$ cat src/rtl/lmph_pkg.sv
// ----------------------------------------------------------------------------
// lmph_pkg
// Shared types and constants for the level meter with peak hold.
// ----------------------------------------------------------------------------
package lmph_pkg;

  // Level format: unsigned fixed point, ONE means full scale
  localparam int unsigned LEVEL_FRAC_BITS = 15;
  localparam int unsigned LEVEL_W         = 16;
  localparam logic [LEVEL_W-1:0] LEVEL_ONE = LEVEL_W'(1 << LEVEL_FRAC_BITS);

  // Segment count limits and field widths
  localparam int unsigned SEG_W    = 7;
  localparam logic [SEG_W-1:0] SEG_MIN = SEG_W'(5);
  localparam logic [SEG_W-1:0] SEG_MAX = SEG_W'(64);
  localparam int unsigned PSEG_W   = 6;
  localparam int unsigned FRAC_W   = 15;

  // Shared multiplier widths
  localparam int unsigned MUL_W  = 16;
  localparam int unsigned PROD_W = 2 * MUL_W;

  // Gain is Q0.16
  localparam int unsigned GAIN_SHIFT = 16;

  // Configuration port
  localparam int unsigned CFG_AW = 4;
  localparam int unsigned CFG_DW = 32;

  typedef enum logic [1:0] {
    REG_SMOOTH_GAIN    = 2'd0,
    REG_DROP_STEP      = 2'd1,
    REG_SNAP_THRESHOLD = 2'd2,
    REG_SEGMENT_COUNT  = 2'd3
  } lmph_reg_t;

  localparam logic [15:0]      RST_SMOOTH_GAIN    = 16'd9830;
  localparam logic [15:0]      RST_DROP_STEP      = 16'd246;
  localparam logic [15:0]      RST_SNAP_THRESHOLD = 16'd33;
  localparam logic [SEG_W-1:0] RST_SEGMENT_COUNT  = SEG_W'(24);

  // Item kinds on the input channel
  localparam logic MODE_SET  = 1'b0;
  localparam logic MODE_TICK = 1'b1;

  // Register values as seen by the datapath
  typedef struct packed {
    logic [15:0]      smooth_gain;
    logic [15:0]      drop_step;
    logic [15:0]      snap_threshold;
    logic [SEG_W-1:0] segments;     // already clamped to the legal range
  } lmph_cfg_t;

  // Sequencer states
  typedef enum logic [2:0] {
    ST_IDLE,
    ST_LOAD,
    ST_STEP,
    ST_MOVE,
    ST_SEGL,
    ST_SEGP,
    ST_DONE
  } lmph_state_t;

endpackage

$ cat src/rtl/lmph_mul.sv
// ----------------------------------------------------------------------------
// lmph_mul
// Shared unsigned multiplier with a registered product.
// ----------------------------------------------------------------------------
module lmph_mul import lmph_pkg::*; (
  input  logic              clk,
  input  logic [MUL_W-1:0]  op_a,
  input  logic [MUL_W-1:0]  op_b,
  output logic [PROD_W-1:0] prod_r
);

  logic [PROD_W-1:0] prod_nxt;

  // Multiply; the product is registered and appears in the next cycle
  assign prod_nxt = PROD_W'(op_a) * PROD_W'(op_b);

  always_ff @(posedge clk) begin
    prod_r <= prod_nxt;
  end

endmodule

$ cat src/rtl/lmph_regs.sv
// ----------------------------------------------------------------------------
// lmph_regs
// APB-style register file holding gain, decay, snap distance and segments.
// ----------------------------------------------------------------------------
module lmph_regs import lmph_pkg::*; (
  input  logic              clk,
  input  logic              rst_n,
  input  logic              psel,
  input  logic              penable,
  input  logic              pwrite,
  input  logic [CFG_AW-1:0] paddr,
  input  logic [CFG_DW-1:0] pwdata,
  output logic [CFG_DW-1:0] prdata,
  output logic              pready,
  output lmph_cfg_t         cfg
);

  logic [15:0]      gain_r,  gain_nxt;
  logic [15:0]      decay_r, decay_nxt;
  logic [15:0]      snap_r,  snap_nxt;
  logic [SEG_W-1:0] segs_r,  segs_nxt;
  logic             wr_en;
  lmph_reg_t        sel;

  assign pready = 1'b1;
  assign wr_en  = psel && penable && pwrite;
  assign sel    = lmph_reg_t'(paddr[CFG_AW-1:2]);

  // Decode the write beat
  always_comb begin
    gain_nxt  = gain_r;
    decay_nxt = decay_r;
    snap_nxt  = snap_r;
    segs_nxt  = segs_r;
    if (wr_en) begin
      unique case (sel)
        REG_SMOOTH_GAIN:    gain_nxt  = pwdata[15:0];
        REG_DROP_STEP:      decay_nxt = pwdata[15:0];
        REG_SNAP_THRESHOLD: snap_nxt  = pwdata[15:0];
        REG_SEGMENT_COUNT:  segs_nxt  = pwdata[SEG_W-1:0];
        default: ;
      endcase
    end
  end

  always_ff @(posedge clk) begin
    if (!rst_n) begin
      gain_r  <= RST_SMOOTH_GAIN;
      decay_r <= RST_DROP_STEP;
      snap_r  <= RST_SNAP_THRESHOLD;
      segs_r  <= RST_SEGMENT_COUNT;
    end else begin
      gain_r  <= gain_nxt;
      decay_r <= decay_nxt;
      snap_r  <= snap_nxt;
      segs_r  <= segs_nxt;
    end
  end

  // Read back
  always_comb begin
    unique case (sel)
      REG_SMOOTH_GAIN:    prdata = CFG_DW'(gain_r);
      REG_DROP_STEP:      prdata = CFG_DW'(decay_r);
      REG_SNAP_THRESHOLD: prdata = CFG_DW'(snap_r);
      REG_SEGMENT_COUNT:  prdata = CFG_DW'(segs_r);
      default:            prdata = '0;
    endcase
  end

  // Hand the datapath a segment count inside the legal range
  always_comb begin
    cfg.smooth_gain    = gain_r;
    cfg.drop_step      = decay_r;
    cfg.snap_threshold = snap_r;
    priority if (segs_r < SEG_MIN) begin
      cfg.segments = SEG_MIN;
    end else if (segs_r > SEG_MAX) begin
      cfg.segments = SEG_MAX;
    end else begin
      cfg.segments = segs_r;
    end
  end

endmodule

$ cat src/rtl/level_meter_peak_hold_unit.sv
// ----------------------------------------------------------------------------
// level_meter_peak_hold_unit
// Bar-graph level meter: smoothed level, peak hold and segment decoding.
// ----------------------------------------------------------------------------
// One 16x16 multiplier with a registered product does all the arithmetic
// under a small sequencer, so items are handled one at a time. A set-target
// beat passes through LOAD, SEGL, SEGP and DONE before its result is loaded,
// and the next beat is taken once the sequencer is back in IDLE; a tick beat
// needs the smoothing product as well and adds STEP and MOVE after LOAD. The
// path is set by the products through the shared multiplier: the smoothing
// step on a tick, then the shown level and the peak times the segment count.
// A finished result waits in the output register; the unit accepts the next
// beat while it waits and only holds before loading a new result into it.
// Registers: 0x0 smooth gain (Q0.16), 0x4 peak decay, 0x8 snap threshold,
// 0xC segment count (values outside 5..64 act as the nearest limit).
// ----------------------------------------------------------------------------
module level_meter_peak_hold_unit import lmph_pkg::*; (
  input  logic        clk,
  input  logic        rst_n,
  // Input beats
  input  logic        in_tvalid,
  output logic        in_tready,
  input  logic [15:0] in_tdata,    // [15:0] level
  input  logic [0:0]  in_tuser,    // [0] mode
  // Result beats
  output logic        out_tvalid,
  input  logic        out_tready,
  output logic [63:0] out_tdata,   // [15:0] shown_level, [31:16] peak_level,
                                   // [32] changed, [39:33] lit_segments,
                                   // [54:40] partial_fill, [60:55] peak_segment
  // Configuration
  input  logic        cfg_psel,
  input  logic        cfg_penable,
  input  logic        cfg_pwrite,
  input  logic [3:0]  cfg_paddr,
  input  logic [31:0] cfg_pwdata,
  output logic [31:0] cfg_prdata,
  output logic        cfg_pready
);

  lmph_cfg_t         cfg;
  lmph_state_t       state_r, state_nxt;

  logic [MUL_W-1:0]  mul_a, mul_b;
  logic [PROD_W-1:0] prod_r;
  logic              out_free;

  logic              mode_r;
  logic [15:0]       level_r;
  logic [15:0]       target_r, disp_r, peak_r, mag_r;
  logic              up_r, snap_r, chg_r;
  logic [SEG_W-1:0]  lit_r;
  logic [FRAC_W-1:0] frac_r;

  logic [15:0]       clamp_lvl, step_val, disp_new, peak_dec, peak_new;
  logic [SEG_W-1:0]  lit_raw, pseg_raw, seg_last;
  logic [PSEG_W-1:0] pseg_val;

  logic              out_valid_r;
  logic [63:0]       out_data_r;

  lmph_regs u_regs (
    .clk     (clk),
    .rst_n   (rst_n),
    .psel    (cfg_psel),
    .penable (cfg_penable),
    .pwrite  (cfg_pwrite),
    .paddr   (cfg_paddr),
    .pwdata  (cfg_pwdata),
    .prdata  (cfg_prdata),
    .pready  (cfg_pready),
    .cfg     (cfg)
  );

  lmph_mul u_mul (
    .clk    (clk),
    .op_a   (mul_a),
    .op_b   (mul_b),
    .prod_r (prod_r)
  );

  assign out_free = !out_valid_r || out_tready;

  // Sequencer: next state
  always_comb begin
    state_nxt = state_r;
    unique case (state_r)
      ST_IDLE: if (in_tvalid) state_nxt = ST_LOAD;
      ST_LOAD: state_nxt = (mode_r == MODE_TICK) ? ST_STEP : ST_SEGL;
      ST_STEP: state_nxt = ST_MOVE;
      ST_MOVE: state_nxt = ST_SEGL;
      ST_SEGL: state_nxt = ST_SEGP;
      ST_SEGP: state_nxt = ST_DONE;
      ST_DONE: if (out_free) state_nxt = ST_IDLE;
      default: state_nxt = ST_IDLE;
    endcase
  end

  // Sequencer: ready and multiplier operands
  always_comb begin
    in_tready = 1'b0;
    mul_a     = peak_r;
    mul_b     = MUL_W'(cfg.segments);
    unique case (state_r)
      ST_IDLE: in_tready = 1'b1;
      ST_STEP: begin
        mul_a = mag_r;
        mul_b = cfg.smooth_gain;
      end
      ST_SEGL: mul_a = disp_r;
      ST_LOAD, ST_MOVE, ST_SEGP, ST_DONE: ;
      default: ;
    endcase
  end

  always_ff @(posedge clk) begin
    if (!rst_n) state_r <= ST_IDLE;
    else        state_r <= state_nxt;
  end

  // Clamp a new target to full scale
  assign clamp_lvl = (level_r > LEVEL_ONE) ? LEVEL_ONE : level_r;

  // Move the shown level, then let a peak above the target fall, but not below the shown level
  assign step_val = prod_r[GAIN_SHIFT +: 16];
  always_comb begin
    if (snap_r)    disp_new = target_r;
    else if (up_r) disp_new = disp_r + step_val;
    else           disp_new = disp_r - step_val;
    peak_dec = (peak_r >= cfg.drop_step) ? peak_r - cfg.drop_step : '0;
    if (peak_r > target_r) begin
      peak_new = (peak_dec < disp_new) ? disp_new : peak_dec;
    end else begin
      peak_new = peak_r;
    end
  end

  // Segment decoding from the products
  assign lit_raw  = prod_r[LEVEL_FRAC_BITS +: SEG_W];
  assign pseg_raw = prod_r[LEVEL_FRAC_BITS +: SEG_W];
  assign seg_last = cfg.segments - SEG_W'(1);
  assign pseg_val = (pseg_raw > seg_last) ? seg_last[PSEG_W-1:0] : pseg_raw[PSEG_W-1:0];

  // Level state
  always_ff @(posedge clk) begin
    if (!rst_n) begin
      target_r <= '0;
      disp_r   <= '0;
      peak_r   <= '0;
    end else begin
      if (state_r == ST_LOAD && mode_r == MODE_SET) begin
        target_r <= clamp_lvl;
        if (clamp_lvl > peak_r) peak_r <= clamp_lvl;
      end
      if (state_r == ST_MOVE) begin
        disp_r <= disp_new;
        peak_r <= peak_new;
      end
    end
  end

  // Per-item working registers
  always_ff @(posedge clk) begin
    if (state_r == ST_IDLE && in_tvalid) begin
      mode_r  <= in_tuser[0];
      level_r <= in_tdata;
    end
    if (state_r == ST_LOAD) begin
      up_r   <= (target_r >= disp_r);
      mag_r  <= (target_r >= disp_r) ? target_r - disp_r : disp_r - target_r;
      snap_r <= (((target_r >= disp_r) ? target_r - disp_r : disp_r - target_r)
                 <= cfg.snap_threshold);
      chg_r  <= 1'b0;
    end
    if (state_r == ST_MOVE) begin
      chg_r <= (disp_new != disp_r) || (peak_new != peak_r);
    end
    if (state_r == ST_SEGP) begin
      if (lit_raw >= cfg.segments) begin
        lit_r  <= cfg.segments;
        frac_r <= '0;
      end else begin
        lit_r  <= lit_raw;
        frac_r <= prod_r[FRAC_W-1:0];
      end
    end
  end

  // Output register: load when the previous result is gone
  always_ff @(posedge clk) begin
    if (!rst_n) begin
      out_valid_r <= 1'b0;
    end else if (state_r == ST_DONE && out_free) begin
      out_valid_r <= 1'b1;
    end else if (out_tready) begin
      out_valid_r <= 1'b0;
    end
  end

  always_ff @(posedge clk) begin
    if (state_r == ST_DONE && out_free) begin
      out_data_r <= {3'b000, pseg_val, frac_r, lit_r, chg_r, peak_r, disp_r};
    end
  end

  assign out_tvalid = out_valid_r;
  assign out_tdata  = out_data_r;

endmodule

$ cat config.mk
export PLATFORM = sky130hd
export DESIGN_NAME = level_meter_peak_hold_unit
export DESIGN_NICKNAME = d
export VERILOG_FILES = /design/src/rtl/lmph_pkg.sv /design/src/rtl/lmph_mul.sv /design/src/rtl/lmph_regs.sv /design/src/rtl/level_meter_peak_hold_unit.sv
export SDC_FILE = /design/constraint.sdc
export NUM_CORES = 1
export LEC_CHECK = 0
export BUFFER_PORTS_ARGS = -buffer_cell sky130_fd_sc_hd__buf_2
export CORE_ASPECT_RATIO = 0.9
export CORE_MARGIN = 1.5
export CORE_UTILIZATION = 50
export DETAILED_ROUTE_END_ITERATION = 16
export PLACE_DENSITY = 0.76
export SYNTH_ARGS = -nofsm -noshare
export SYNTH_HDL_FRONTEND = slang
export SYNTH_SLANG_ARGS = --single-unit
$ cat constraint.sdc
create_clock -name clk -period 10 [get_ports clk]
set_input_delay 2 -clock clk [delete_from_list [all_inputs] [get_ports clk]]
set_output_delay 2 -clock clk [all_outputs]
set_load 0.02 [all_outputs]
**Yosys cells after proc, flatten, opt, wreduce, memory -nomap -nowiden**

Index checks and enable logic that the tools add are counted.
Widths: inputs -> output; s select.

- Memories: 0
- Bits in read-only memories: 0
- RAM bits: 0
- Bits of input ports: 60
- Latch bits: 0
- Flip-flop bits (word level): 258
- Logic and storage cells: 97
- Output and inout port bits: 99

- Shift operators: 0
- Div/mod/pow operators: 0
- $add $sub $neg: 6
- Magnitude comparators: 11
- Reduce and logical (&&, ||, !) cells: 20
- Multiplexer cells: 26
- Bitwise logic cells: 1
- Multipliers: 1
- Eq/ne operators: 13

Operators by type and width:

| operator | number |
|---|---|
| $mux 16 | 11 |
| $pmux 32 s4 | 1 |
| $sub 16x16->16 | 4 |
| $ge 16x16->1 | 2 |
| $gt 16x16->1 | 2 |
| $mul 16x16->32 | 1 |
| $ne 16x16->1 | 2 |
| $pmux 16 s2 | 1 |
| $mux 7 | 3 |
| $pmux 3 s7 | 1 |
| $add 16x16->16 | 1 |
| $gt 16x16->1 const B | 1 |
| $le 16x16->1 | 1 |
| $lt 16x16->1 | 1 |
| $reduce_and 2->1 | 6 |
| $eq 3x3->1 const B | 3 |
| $mux 3 | 3 |
| $reduce_bool 2->1 | 4 |
| $ge 7x7->1 | 1 |
| $gt 7x7->1 | 1 |
| $gt 7x7->1 const B | 1 |
| $lt 7x3->1 const B | 1 |
| $sub 7x1->7 const B | 1 |
| $eq 3x2->1 const B | 2 |
| 12 further kinds | 23 |

**Logic depth before layout (Yosys ltp)**

Gate-level depths: netlist (run 1).

- Word-level depth: 9
- Gate-level depth with buffers: 32
- Depth with buffers taken out: 28

**By module**

A second synthesis (run 1) with hierarchy kept.

- Cell total of the unflattened synthesis: 2,742
- Area, all modules: 25,054.0 µm²

Modules (own cells, without submodules):

| module | times used | sequential area each (µm²) | area each (µm²) | cells an instance |
|---|---|---|---|---|
| level_meter_peak_hold_unit | 1 | 4,614.4 | 13,127.6 | 1,428 |
| lmph_mul | 1 | 640.6 | 9,192.6 | 1,019 |
| lmph_regs | 1 | 1,101.1 | 2,733.9 | 295 |

**Least setup slack after synthesis (run 1)**

No wires, ideal clock.

- Path kind: reg-to-reg
- Start point: register state_r[0]
- End point: register u_mul.prod_r[29]
- Setup time: 0.072 ns
- Buffers on the path: 4
- Data required time: 9.928 ns
- Arrival time: 6.965 ns
- Cell stages (with the launch flop): 31
- Slack: 2.963 ns
- Period minus slack after synthesis: 7.037 ns
- Cell sequence: dfxtp_1 -> clkbuf_1 -> inv_1 -> and3_1 -> clkbuf_1 -> buf_1 -> clkbuf_1 -> a221oi_1 -> nor2_1 -> fa_1 -> inv_1 -> fa_1 -> inv_1 -> fa_1 -> fa_1 -> fa_1 -> inv_1 -> fa_1 -> inv_1 -> ha_1 -> a21oi_1 -> nor2b_1 -> o21ai_0 -> nand2b_1 -> and2_1 -> a31oi_1 -> a31oi_1 -> o21ai_0 -> a21o_1 -> nor2b_1 -> xnor2_1

- Cells in the longest elaborated chain, start to end: 3
- Elaborated cells between the ends (all ways): 5
- Classes of those cells: 1 x mul; 2 x eq/ne; 2 x mux

Ends and longest elaborated chain:

| what | line | text |
|---|---|---|
| from (decl) | level_meter_peak_hold_unit.sv:42 | `lmph_state_t state_r, state_nxt;` |
| from (signal assigned) | level_meter_peak_hold_unit.sv:118 | `else state_r <= state_nxt;` |
| $eq 3x3->1 / $eq 3x2->1 (equally long branches) | level_meter_peak_hold_unit.sv:104 | `unique case (state_r)` |
| $pmux 16 s2 / $mux 16 (equally long branches) | level_meter_peak_hold_unit.sv:104 |  |
| $mul 16x16->32 (*) | lmph_mul.sv:15 | `assign prod_nxt = PROD_W'(op_a) * PROD_W'(op_b);` |
| named net u_mul.prod_nxt[29] | lmph_mul.sv:12 | `logic [PROD_W-1:0] prod_nxt;` |
| to (signal assigned) | lmph_mul.sv:18 | `prod_r <= prod_nxt;` |
| to (decl) | lmph_mul.sv:9 | `output logic [PROD_W-1:0] prod_r` |

Mark *: on every way through the listed nets, which the timed path passes. The rest lies on a longest branch.
A chain may end at the register's enable or synchronous reset.

**Worst setup path after layout (run 1)**

- Start point: register state_r[1]
- End point: register u_mul.prod_r[29]

Same word-level chain as after synthesis.

==> results_dict.tcl, run 1 <==
set metrics [dict create \
    final.min_clock_period_ps 8590 \
    finish.utilization_pct 55.2 \
    post_drt_wl_per_cell_um 21.3 \
    grt_pass1_wl_mm 114 \
    globalRoute.totalOverflow 0 \
    reported_leakage_power_nw 12.0 \
    worst_hold_slack_ps 411 \
    place_inst 3369 \
    nNetsFinal 3280 \
    synth.yosys.seq_area_share_pct 26.4 \
    detailedRoute.firstPassIterationCount 6 \
    gp_congestion 1.00 \
    placeableCoreArea_um2 47600 \
    drv_slew 0 \
    mostFrequentLayoutCells "nand2_1, inv_1, ha_1" \
    proportion_of_register_bits_with_asynchronous_set_or_reset_after_synthesis_pct 0 \
    slowest_cell_on_the_critical_path "nor3_2" \
    layout_worst_path_cycle_share_pct 85.9 \
    critical_path.reg2reg.startpoint "state_r[1]" \
    drc 0 \
    aggregate_negative_setup_slack_ps 0 \
    synth_area_per_cell_um2 8.92 \
    clockRootBuffer "clkbuf_16" \
    post_route_cells_drive_above_1_share_pct 9.50 \
    min_from "frac_r[13]" \
    die_w_um 234 \
    worst_reg_to_reg_cells 28 \
    hpwl_mm 57.7 \
    timing.hold.worst_path_depth 0 \
    finalSetupViolCount 0 \
    cts.hold.buffers_added 0 \
    vias_per_cell 5.87 \
    worst_pin_slew_ps 1220 \
    finalNonFillerCells 3427 \
    critPathCaptureType "register" \
    mostFrequentLayoutCell "nand2_1" \
    clock.fmax_mhz 116 \
    peakVddDrop_mv 0.136 \
    synth_warnings 0 \
    hold_path_end "out_tdata[53]" \
    initialDrtViolationCount 2130 \
    power.total_mw 4.83 \
    synth_seq_cells 258 \
    antenna_found_initial 3 \
    dieHeight_um 211 \
    groute.usage.overall_pct 30.2 \
    initial_utilization_pct 50.4 \
    routed-via-count 20100 \
    crit_fanout 50 \
    timing_hold_violations_final 0 \
    critical_path.most_common_cell "fa_1" \
    crit_path_max_incr_delay_ps 860 \
    grt_max_degree 62 \
    post_cts_buffers 0 \
    route.antenna.remaining_nets 0 \
    cts.sinks 258 \
    worst_setup_path_start_kind "register" \
    port_buffers 120 \
    cts-resized-gates 0 \
    layout_area_growth_over_synthesis_pct 9.33 \
    max_slew_margin_pct 18.6 \
    cts_buffers 30 \
    rsz0062_at_grt "false" \
    r2r_slack_ps 1410 \
    ctsHtreeMaxLevel 1 \
    synth_edf_count 119 \
    final.fill_count 4231 \
    syn_inst 2693 \
    setup.worst_path.class "register to register" \
    clk_latency_ps 600 \
    cts.reportedPaths.clkPinSlew_ps 60 \
    tritoncts_clock_tree "done" \
    synth_area_um2 24000 \
    holdCritPathClass "register to register" \
    ys.flop_type "dfxtp_1" \
    floorplan.die_area_um2 49400 \
    via_count_of_the_first_global_routing_pass 20000 \
    clock_path_buffers 3 \
    regToRegEndpoint "u_mul.prod_r[29]" \
    finClkSkew_ps 21.0 \
    drv.max_cap_violation_count 0 \
    cp.arrival_ps 9100 \
    design.portCount 159 \
    rows 76 \
    outcome "finished clean" \
    worst-endpoint-required_ps 10510 \
    powerDensity_nw_per_um2 184 \
    final_wirelength_mm 72.9 \
    synth.distinct_cells 91 \
]
==> worst max path at each step <==
| stage | start | endpoint | cells past startpoint | slack (ps) |
|---|---|---|---|---|
| 6_report | state_r[1] | u_mul.prod_r[29] | 28 | 1410 |
| 5_1_grt | state_r[1] | u_mul.prod_r[26] | 23 | 970 |
| 4_1_cts | state_r[1] | u_mul.prod_r[29] | 28 | 1470 |
| 3_5_place_dp | state_r[1] | u_mul.prod_r[29] | 26 | 1550 |
| 3_3_place_gp | state_r[1] | u_mul.prod_r[29] | 28 | 1700 |
| 2_1_floorplan | state_r[0] | u_mul.prod_r[29] | 30 | 2960 |
==> worst max-delay path: cells and delay by family (launching register included) <==
kind                       cells  cell delay (ps)
xor gates and xnor gates       1              140
buffers and inverters          6              730
AOI/OAI and AO/OA              7             2210
and+or+nand+nor                7             1600
DFF                            1              600
adders and majority gates      7             3210
==> layout make-up <==
cell class / instances / area (um^2) / area share, %
diodes: 2 / 5.00 / 0.0190
clock buffers: 33 / 762 / 2.90
clock inverters: 23 / 262 / 0.995
inverters: 359 / 1350 / 5.13
multi-input cells: 1969 / 15900 / 60.3
flip-flops and latches: 258 / 6360 / 24.2
well taps: 624 / 781 / 2.97
repair buffers: 159 / 906 / 3.45
==> Yosys cell counts, drive strengths merged, types with 26 or more instances <==
| cell | count | area share [%] |
|---|---|---|
| nor2b | 29 | 0.79 |
| mux2i | 42 | 1.8 |
| nand3 | 40 | 0.83 |
| nor2 | 225 | 3.5 |
| o21ai | 82 | 1.8 |
| inv | 357 | 5.6 |
| a21oi | 174 | 3.6 |
| ha | 245 | 13 |
| xor2 | 26 | 0.95 |
| xnor2 | 71 | 2.6 |
| dfxtp | 139 | 12 |
| nor3 | 41 | 0.85 |
| a21o | 53 | 1.7 |
| nand2 | 371 | 5.8 |
| a211oi | 32 | 1.1 |
| o21a | 29 | 0.91 |
| buf | 35 | 0.95 |
| and2 | 37 | 0.96 |
| clkbuf | 90 | 1.4 |
| edfxtp | 119 | 15 |
| fa | 198 | 16 |
==> layer usage <==
metal  vias to the layer above  wire, um  global-route usage, %
li1                       9181         -                      -
met1                      9755     31200                   43.2
met2                      1028     31400                   45.9
met3                       150      7800                   5.56
met4                         0      2540                   9.86
met5                         -         0                      0
==> power breakdown <==
part	switching, mW	internal, mW	total [mW]
Sequential	0.0978	1.22	1.32
Clock	0.492	0.661	1.15
Combinational	1.47	0.892	2.36
==> sequential cells by signal, summed over array words and instances, names as in the netlist, 3 cells and up <==
register / cells
out_tdata: 61
u_mul.prod_r: 32
disp_r: 16
level_r: 16
mag_r: 16
peak_r: 16
target_r: 16
u_regs.decay_r: 16
u_regs.gain_r: 16
u_regs.snap_r: 16
frac_r: 15
lit_r: 7
u_regs.segs_r: 7
state_r: 3
==> stage by stage <==
stage,worst slack (ps),instance area [um^2]
after global placement,1700,25200
after floorplan,2960,24100
after global routing,967,26300
after detailed placement,1550,25200
final,1410,26300
after CTS,1470,26300
==> kinds of logic after synthesis <==
| logic type | count (synthesis) | share of synthesized area [%] |
|---|---|---|
| buffers and inverters | 484 | 7.96 |
| AO/OA/AOI/OAI | 525 | 14.7 |
| other | 2 | 0.0313 |
| multiplexers | 62 | 3.03 |
| flip-flops | 258 | 26.4 |
| XOR/XNOR | 97 | 3.54 |
| adder cells (fa/ha/maj) | 443 | 29.2 |
| AND/OR/NAND/NOR | 822 | 15.0 |
No activity file was read; power rests on OpenSTA's default activity.
==> run 2, diff against run 1 <==
PLACE_DENSITY = 0.78   (was 0.76)
clock period = 7.87 ns   (was 10 ns; I/O delays follow)
==> run 2 against run 1 <==
Compared with the run above: sequential share of layout area shrank 0.37 points; worst setup slack got worse by 1000 ps; die area did not move; maximum frequency increased by 14%; routed wire length rose by 0.65%; register-to-register slack worse by 1000 ps; non-clock buffer count up 54; critical endpoint unchanged; largest cell class unchanged; largest power group unchanged; highest routed layer is now met5.
==> results_dict.tcl, run 2 (synthesis gave the netlist of run 1 again) <==
set metrics [dict create \
    groute.usage.overall_pct 30.3 \
    worst_pin_slew_ps 1100 \
    placeableCoreArea_um2 47600 \
    ctsHtreeMaxLevel 1 \
    post_route_cells_drive_above_1_share_pct 10.9 \
    final.min_clock_period_ps 7510 \
    routed-via-count 20600 \
    detailedRoute.firstPassIterationCount 6 \
    mostFrequentLayoutCells "nand2_1, inv_1, ha_1" \
    clk_latency_ps 590 \
    finClkSkew_ps 25.7 \
    grt_max_degree 88 \
    mostFrequentLayoutCell "nand2_1" \
    cts.sinks 258 \
    finalSetupViolCount 0 \
    critical_path.most_common_cell "fa_1" \
    slowest_cell_on_the_critical_path "fa_1" \
    cts.reportedPaths.clkPinSlew_ps 60 \
    drv_slew 0 \
    design.portCount 159 \
    power.total_mw 6.24 \
    drc 0 \
    powerDensity_nw_per_um2 234 \
    drv.max_cap_violation_count 0 \
    layout_worst_path_cycle_share_pct 95.4 \
    largest_register_ffs 61 \
    floorplan.die_area_um2 49400 \
    post_cts_buffers 0 \
    via_count_of_the_first_global_routing_pass 20500 \
    layout_area_growth_over_synthesis_pct 11.0 \
    die_w_um 234 \
    clock.fmax_mhz 133 \
    post_drt_wl_per_cell_um 21.1 \
    initialDrtViolationCount 2135 \
    rows 76 \
    timing_hold_violations_final 0 \
    dieHeight_um 211 \
    worst_setup_path_start_kind "register" \
    route.antenna.remaining_nets 0 \
    crit_fanout 14 \
    vias_per_cell 5.94 \
    setup.worst_path.class "register to register" \
    tritoncts_clock_tree "done" \
    clockRootBuffer "clkbuf_16" \
    aggregate_negative_setup_slack_ps 0 \
    crit_path_max_incr_delay_ps 570 \
    r2r_slack_ps 360 \
    outcome "finished clean" \
    antenna_found_initial 1 \
    rsz0062_at_grt "false" \
    max_slew_margin_pct 25.9 \
    initial_utilization_pct 50.4 \
    gp_congestion 1.02 \
    grt_pass1_wl_mm 114 \
    globalRoute.totalOverflow 0 \
    critPathCaptureType "register" \
    antenna_cells_inserted 0 \
    worst-endpoint-required_ps 8390 \
    cts_buffers 29 \
    cp.arrival_ps 8030 \
    reported_leakage_power_nw 12.3 \
    port_buffers 120 \
    peakVddDrop_mv 0.198 \
    hpwl_mm 58.7 \
    nNetsFinal 3333 \
    clock_path_buffers 3 \
    final_wirelength_mm 73.4 \
    holdCritPathClass "register to register" \
]
## run 2: cell types whose count changed in the layout (fill, tap and decap cells not counted), moves of 2 or more
cell / change
clkinv_2: -3
clkbuf_1: +2
inv_6: -2
clkinv_1: +4
diode_2: -2
bufinv_16: +2
clkinvlp_4: -6
buf_4: +53
## run 2: area by class of cell
cell class                      count  area (um^2)
Inverter                          359         1350
Sequential cell                   258         6360
Timing Repair Buffer              213         1320
Fill cell                        4164        21000
Multi-Input combinational cell   1969        15900
Clock buffer                       35          758
Clock inverter                     19          263
Tap cell                          624          781
## run 2: path summary, 6_finish.rpt
| check | startpoint | to | cells past startpoint |
|---|---|---|---|
| max reg2reg | state_r[1] | u_mul.prod_r[29] | 26 |
| max | state_r[1] | u_mul.prod_r[29] | 26 |
| min reg2reg | frac_r[8] | out_tdata[48] | 0 |
| min | frac_r[8] | out_tdata[48] | 0 |
## run 2: per-layer routing
metal  up-vias  track usage (%)  part of all wire, %  routed length, um
met5         -                0                0.015                 11
met4         2             11.3                  4.1               3050
met3       198             6.20                   11               8290
met2      1132             46.3                   43              31900
met1     10000             42.2                   41              30200
li1       9290                -                    -                  -
## run 2: critical path, delay by kind of cell (launching register included)
family | cells | cell delay (ps)
flops | 1 | 340
buf+inv | 4 | 270
fa+ha+maj | 7 | 3330
xor+xnor | 1 | 140
compound gates | 7 | 1800
simple gates | 7 | 1550
## run 2: where the power goes
group / internal (mW) / total (mW) / switching [mW]
clock: 0.886 / 1.49 / 0.607
sequential: 1.55 / 1.65 / 0.0971
combinational: 1.19 / 3.10 / 1.91
## run 2: through the flow
| stage | hold slack [ps] | cell area (um^2) | utilization [%] | setup slack, ps | std cells |
|---|---|---|---|---|---|
| after floorplan | 400 | 24100 | - | 833 | 2711 |
| after global placement | 401 | 25700 | 53.9 | 470 | 3423 |
| after detailed placement | 405 | 25700 | 53.9 | 305 | 3423 |
| after CTS | 418 | 26700 | 56.0 | 281 | 3477 |
| after global routing | 427 | 26700 | 56.0 | 45.3 | 3477 |
| final | 417 | 26700 | 56.0 | 363 | 3477 |
## run 2: repair_timing
| item | 4_1_cts | 5_1_grt |
|---|---|---|
| hold buffers | 0 | 0 |
| gates resized for setup | 0 | 1 |
| setup endpoints to repair | 0 | 4 |
| hold endpoints to repair | 0 | 0 |
